==> src/hw/rtl/cmg_pkg.sv <==
// Package with shared types, constants and the sine function of the cylinder mesh generator.
package cmg_pkg;

    localparam int MAX_SLICES_DEF = 64;
    localparam int MAX_STACKS_DEF = 64;
    localparam int PHASE_BITS_DEF = 12;

    localparam int CNT_W = 7;
    localparam int GEO_W = 16;
    localparam int POS_W = 17;
    localparam int IDX_W = 13;
    localparam int DIV_W = 24;

    localparam logic [2:0] CFG_BOTTOM = 3'd0;
    localparam logic [2:0] CFG_TOP    = 3'd1;
    localparam logic [2:0] CFG_HEIGHT = 3'd2;
    localparam logic [2:0] CFG_SLICES = 3'd3;
    localparam logic [2:0] CFG_STACKS = 3'd4;

    typedef enum logic [2:0] {
        SEC_SIDE_V   = 3'd0,
        SEC_SIDE_T   = 3'd1,
        SEC_TOP_V    = 3'd2,
        SEC_TOP_C    = 3'd3,
        SEC_TOP_T    = 3'd4,
        SEC_BOT_V    = 3'd5,
        SEC_BOT_C    = 3'd6,
        SEC_BOT_T    = 3'd7
    } section_t;

    // Commands from the controller to the datapath.
    typedef struct packed {
        logic       start;      // load operands and begin the divisions
        logic       step;       // one divider iteration
        logic       finish;     // form the result word
        section_t   section;
        logic [CNT_W-1:0] ring;
        logic [CNT_W-1:0] slice;
        logic       quad_half;
        logic       last;
    } cmg_cmd_t;

    typedef struct packed {
        logic [POS_W-1:0] pos_x;
        logic [POS_W-1:0] pos_y;
        logic [POS_W-1:0] pos_z;
        logic [IDX_W-1:0] index_a;
        logic [IDX_W-1:0] index_b;
        logic [IDX_W-1:0] index_c;
        logic             is_triangle;
        logic             mesh_last;
    } cmg_rec_t;

    // Quarter-wave sine in Q14, f in 0..16384.
    function automatic logic [14:0] sin_quarter(input logic [14:0] f);
        logic [63:0] x, u, t;
        begin
            x = 64'(f);
            u = (x * x) >> 4;
            t = 64'd2692;
            t = 64'd78547 - ((t * u) >> 24);
            t = 64'd1337020 - ((t * u) >> 24);
            t = 64'd10837479 - ((t * u) >> 24);
            t = 64'd26353589 - ((t * u) >> 24);
            t = (t * x) >> 24;
            if (t > 64'd16384) t = 64'd16384;
            sin_quarter = t[14:0];
        end
    endfunction

endpackage

==> src/hw/rtl/cmg_ctrl.sv <==
// Controller: walk counters, handshakes and sequencing of the datapath.
module cmg_ctrl
    import cmg_pkg::*;
(
    input  logic           aclk,
    input  logic           aresetn,
    input  logic           s_tvalid,
    output logic           s_tready,
    input  logic           restart,
    output logic           m_tvalid,
    input  logic           m_tready,
    input  logic           cfg_write,
    input  logic [CNT_W:0] slices,
    input  logic [CNT_W:0] stacks,
    output cmg_cmd_t       cmd
);
    typedef enum logic [1:0] {ST_IDLE, ST_DIV, ST_LOOK, ST_OUT} state_t;

    // Cycles the sine lookup needs after the last divider step.
    localparam logic [4:0] LOOK_WAIT = 5'd2;

    state_t           state_reg, state_next;
    section_t         sec_reg, sec_next;
    logic [CNT_W-1:0] ring_reg, ring_next, slice_reg, slice_next;
    logic             half_reg, half_next, out_valid_reg, out_valid_next;
    logic [4:0]       step_reg, step_next;
    cmg_cmd_t         cmd_reg, cmd_next;
    logic [CNT_W-1:0] ring_w, slice_w;
    section_t         sec_w;
    logic             half_w, last_w;

    assign s_tready = (state_reg == ST_IDLE);
    assign m_tvalid = out_valid_reg;
    assign cmd      = cmd_reg;

    // The item being worked on uses the latched counters; restart zeroes them.
    always_comb begin
        sec_w   = restart ? SEC_SIDE_V : sec_reg;
        ring_w  = restart ? '0 : ring_reg;
        slice_w = restart ? '0 : slice_reg;
        half_w  = restart ? 1'b0 : half_reg;
    end

    assign last_w = ({1'b0, cmd_reg.slice} + 1'b1 >= slices);

    always_comb begin
        state_next = state_reg;
        sec_next = sec_reg;
        ring_next = ring_reg;
        slice_next = slice_reg;
        half_next = half_reg;
        out_valid_next = out_valid_reg;
        step_next = step_reg;
        cmd_next = cmd_reg;
        cmd_next.start = 1'b0;
        cmd_next.step = 1'b0;
        cmd_next.finish = 1'b0;
        if (m_tvalid && m_tready) out_valid_next = 1'b0;
        unique case (state_reg)
            ST_IDLE: if (s_tvalid) begin
                cmd_next.start = 1'b1; cmd_next.section = sec_w; cmd_next.ring = ring_w;
                cmd_next.slice = slice_w; cmd_next.quad_half = half_w;
                step_next = 5'(DIV_W); state_next = ST_DIV;
                sec_next = sec_w; ring_next = ring_w; slice_next = slice_w; half_next = half_w;
                // Advance the walk counters.
                unique case (sec_w)
                    SEC_SIDE_V: if ({1'b0, slice_w} + 1'b1 > slices) begin
                        slice_next = '0;
                        if ({1'b0, ring_w} + 1'b1 > stacks) begin
                            ring_next = '0; sec_next = SEC_SIDE_T;
                        end else ring_next = ring_w + 1'b1;
                    end else begin
                        slice_next = slice_w + 1'b1;
                    end
                    SEC_SIDE_T: begin
                        half_next = ~half_w;
                        if (half_w) begin
                            if ({1'b0, slice_w} + 1'b1 >= slices) begin
                                slice_next = '0;
                                if ({1'b0, ring_w} + 1'b1 >= stacks) begin
                                    ring_next = '0; sec_next = SEC_TOP_V;
                                end else ring_next = ring_w + 1'b1;
                            end else slice_next = slice_w + 1'b1;
                        end
                    end
                    SEC_TOP_V, SEC_BOT_V: begin
                        if ({1'b0, slice_w} + 1'b1 > slices) begin
                            slice_next = '0;
                            sec_next = (sec_w == SEC_TOP_V) ? SEC_TOP_C : SEC_BOT_C;
                        end else begin
                            slice_next = slice_w + 1'b1;
                        end
                    end
                    SEC_TOP_C, SEC_BOT_C: begin
                        slice_next = '0;
                        sec_next = (sec_w == SEC_TOP_C) ? SEC_TOP_T : SEC_BOT_T;
                    end
                    SEC_TOP_T: begin
                        if ({1'b0, slice_w} + 1'b1 >= slices) begin
                            slice_next = '0; sec_next = SEC_BOT_V;
                        end else begin
                            slice_next = slice_w + 1'b1;
                        end
                    end
                    SEC_BOT_T: begin
                        if ({1'b0, slice_w} + 1'b1 >= slices) begin
                            sec_next = SEC_SIDE_V; ring_next = '0; slice_next = '0;
                            half_next = 1'b0;
                        end else begin
                            slice_next = slice_w + 1'b1;
                        end
                    end
                endcase
            end
            ST_DIV: begin
                cmd_next.step = 1'b1;
                step_next = step_reg - 1'b1;
                if (step_reg == 5'd1) begin
                    state_next = ST_LOOK;
                    step_next = LOOK_WAIT;
                end
            end
            ST_LOOK: if (step_reg != '0) begin
                step_next = step_reg - 1'b1;
            end else if (!out_valid_reg || m_tready) begin
                cmd_next.finish = 1'b1; cmd_next.last = last_w; state_next = ST_OUT;
            end
            ST_OUT: begin
                out_valid_next = 1'b1; state_next = ST_IDLE;
            end
            default: state_next = ST_IDLE;
        endcase
        if (cfg_write) begin
            sec_next = SEC_SIDE_V; ring_next = '0; slice_next = '0; half_next = 1'b0;
        end
    end

    always_ff @(posedge aclk) begin
        if (!aresetn) begin
            state_reg <= ST_IDLE; sec_reg <= SEC_SIDE_V; ring_reg <= '0;
            slice_reg <= '0; half_reg <= 1'b0; out_valid_reg <= 1'b0;
            step_reg <= '0; cmd_reg <= '0;
        end else begin
            state_reg <= state_next; sec_reg <= sec_next; ring_reg <= ring_next;
            slice_reg <= slice_next; half_reg <= half_next; out_valid_reg <= out_valid_next;
            step_reg <= step_next; cmd_reg <= cmd_next;
        end
    end
endmodule

==> config.mk <==
export PLATFORM = sky130hd
export DESIGN_NAME = cmg_ctrl
export DESIGN_NICKNAME = d
export VERILOG_FILES = /design/src/hw/rtl/cmg_pkg.sv /design/src/hw/rtl/cmg_ctrl.sv
export SDC_FILE = /design/constraint.sdc
export NUM_CORES = 1
export LEC_CHECK = 0
export BUFFER_PORTS_ARGS = -buffer_cell sky130_fd_sc_hd__buf_2
export CAP_MARGIN = 30
export CORE_ASPECT_RATIO = 1.4
export CORE_MARGIN = 8
export CORE_UTILIZATION = 58
export CTS_CLUSTER_DIAMETER = 40
export DETAILED_ROUTE_END_ITERATION = 7
export MAX_ROUTING_LAYER = met4
export PLACE_DENSITY = 0.83
export SLEW_MARGIN = 20
export SYNTH_ARGS = -nofsm -noshare
export SYNTH_HDL_FRONTEND = slang
export SYNTH_SLANG_ARGS = --single-unit
==> constraint.sdc <==
create_clock -name aclk -period 4.9 [get_ports aclk]
set_input_delay 0.49 -clock aclk [delete_from_list [all_inputs] [get_ports aclk]]
set_output_delay 0.49 -clock aclk [all_outputs]
set_load 0.01 [all_outputs]
==> impl_metrics.json <==
{
  "outcome": "finished, final reports clean",
  "syn2layout_area_growth_pct": 10.2,
  "cts_root_buf": "clkbuf_8",
  "ant_nets": 0,
  "ys_types": 55,
  "finalSetupViolations": 0,
  "layout_min_cycle_time_ps": 3390,
  "p_switching_mw": 0.422,
  "fin_cells": 542,
  "synth-main-ff-cell": "dfxtp_1",
  "ys_ff_latch": 48,
  "intPower_mw": 0.681,
  "start_util_pct": 59.6,
  "final_util_pct": 65.6,
  "pin_count": 46,
  "cts_hold_buf": 0,
  "clock_skew_ps": 9.69,
  "min_path_type": "flop to flop",
  "drive_gt1_share_pct": 16.3,
  "postCtsSetupRepairBufs": 0,
  "max_freq_mhz": 295,
  "max_slew_margin_pct": 50.9,
  "clockPowerShare_pct": 23.3,
  "synth_area_per_cell_um2": 7.88,
  "r2r_setup_slack_ps": 1640,
  "pwr-share-seq_pct": 40.7,
  "syn_nets": 492,
  "htree_levels": 2,
  "sw_frac_of_total_pct": 38.3,
  "cp_max_fo": 35,
  "tns_ps": 0,
  "placed_area_mm2": 0.00370,
  "row_count": 33,
  "grt_pass1_wl_um": 14200,
  "die_y_um": 107,
  "grt_max_degree": 36,
  "place_ws_ps": 1240,
  "cts_made_buffers": 5,
  "clock-sinks": 48,
  "drv_slew": 0,
  "netlist_area_mm2": 0.00344,
  "startpoint_type": "input pin",
  "netlist_instances": 437,
  "wl_um": 8370,
  "worstSetupPathType": "input pin to flop",
  "synth_edf_count": 0,
  "die-area_mm2": 0.00869,
  "dieWidth_um": 81.1,
  "hold_ws_ps": 464,
  "avgViaCountPerCell": 5.95,
  "io_buffers": 45,
  "overflow": 0,
  "firstDrtPassIters": 4,
  "critPathArrivalTime_ps": 3590,
  "antenna_found_initial": 0,
  "synth_area_leader_cell": "dfxtp_1",
  "track_usage_pct": 20.5,
  "hpwl_um": 6460,
  "power.total_mw": 1.10,
  "min_from": "cmd[10]",
  "final_area_mm2": 0.00379,
  "drtIter0Drc": 165,
  "vias": 3226,
  "drc": 0,
  "p_comb_share_pct": 36.1,
  "tightest_slew_ps": 735,
  "power_leakage_nw": 1.61,
  "netlist.area_leader.share_pct": 27.9,
  "grt_pass1_vias": 3255,
  "critPathRequiredTime_ps": 5100,
  "yosysWarnings": 0,
  "final_nets": 526,
  "setup_slack_ps": 1510,
  "reg2regPathDepth": 13,
  "final_cell_mix": "nand2_1 (53), dfxtp_1 (48), buf_2 (45), nor2_1 (33), ha_1 (33)",
  "period_share_pct": 69.2,
  "clk_transition_reported_paths_ps": 90,
  "finalWeightedCongestion": 0.945,
  "fillers": 523,
  "endpoint_kind": "flop",
  "async_flop_share_pct": 0,
  "whs_endpoint": "cmd[10]",
  "ys_seq_area_share_pct": 27.9,
  "antenna_cells": 0,
  "dp.cells": 534,
  "final_common_cell": "nand2_1",
  "wl_per_cell_um": 15.5,
  "min_path_cells": 2,
  "rsz0062_at_grt": "no",
  "cts.repair.resized": 0,
  "r2r-end": "slice_reg[5]",
  "core_mm2": 0.00578,
  "largest_reg_flops": 22,
  "clkLatencyLatePin_ps": 300,
  "timing.rr.start": "slice_reg[0]",
  "hold_viol_final": 0,
  "pwr_density_cell_mw_per_mm2": 291,
  "clockBufferDepth": 2,
  "synth_area_leaders": "dfxtp_1 (28%), ha_1 (12%), nand2_1 (5.9%), a21boi_0 (3.7%), nor2b_1 (3.6%)",
  "max-vdd-ir-drop_uv": 151,
  "tritoncts": "built",
  "maxCapViolCount": 0
}
worst max-delay path by stage:
stage                     startpoint           end  slack [ps]  depth (start not counted)
final                        restart  slice_reg[5]        1510                         14
after global routing         restart  slice_reg[5]        1360                         14
after CTS                    restart  slice_reg[5]        1550                         14
after detailed placement     restart  slice_reg[5]        1240                         14
after global placement       restart  slice_reg[5]        1330                         14
after floorplan              restart  slice_reg[5]        1640                         15
kinds of logic after synthesis:
family	after synthesis	synth area share [%]
simple gates	177	26.0
flops	48	27.9
xor+xnor	16	4.07
mux	3	0.908
buf+inv	46	5.12
compound gates	114	24.0
fa+ha+maj	33	12.0
layer usage:
| metal | track usage (%) | part of all wire, % | up-vias |
|---|---|---|---|
| met5 | - | 0 | - |
| met4 | 10.6 | 3.4 | 0 |
| met3 | 2.68 | 4.8 | 27 |
| met2 | 35.9 | 51 | 94 |
| met1 | 21.5 | 40 | 1494 |
| li1 | - | - | 1611 |
synth_stat cells (all sizes together) (2+ instances only):
| master | number |
|---|---|
| a211oi | 5 |
| a21boi | 17 |
| a21o | 2 |
| a21oi | 25 |
| a311oi | 2 |
| a31oi | 9 |
| and2 | 8 |
| and3 | 8 |
| buf | 6 |
| clkbuf | 13 |
| dfxtp | 48 |
| ha | 33 |
| inv | 27 |
| mux2i | 2 |
| nand2 | 57 |
| nand2b | 7 |
| nand3 | 16 |
| nand3b | 7 |
| nand4 | 6 |
| nor2 | 33 |
| nor2b | 22 |
| nor3 | 9 |
| o211ai | 9 |
| o21a | 3 |
| o21ai | 24 |
| o21bai | 2 |
| o221ai | 2 |
| o22ai | 4 |
| xnor2 | 5 |
| xor2 | 11 |
final cells by class:
type | count | area, µm² | share of cell area [%]
multi-input combinational | 343 | 2310 | 60.8
inverter | 27 | 101 | 2.67
sequential | 48 | 961 | 25.3
clock inverter | 2 | 13.8 | 0.363
tap | 70 | 87.6 | 2.31
timing repair buffer | 46 | 240 | 6.33
clock buffer | 6 | 82.6 | 2.18
worst max-delay path, stage by stage:
cell	delay [ps]
buf_2	300
nor2b_1	390
ha_1	250
nand3_1	130
nor2_1	150
xnor2_1	130
nor2_1	70
ha_1	320
nand4_1	180
o21bai_4	280
and2_4	200
mux2_2	270
a211oi_1	310
o21ai_1	110
power by group through the flow:
stage / Combinational (mW) / Sequential [mW] / Clock (mW)
floorplan: 0.292 / 0.454 / 0
global placement: 0.373 / 0.456 / 0
detailed placement: 0.395 / 0.458 / 0
CTS: 0.397 / 0.449 / 0.262
global route: 0.449 / 0.455 / 0.275
finish: 0.398 / 0.449 / 0.257
(Power assumes the default switching activity.)
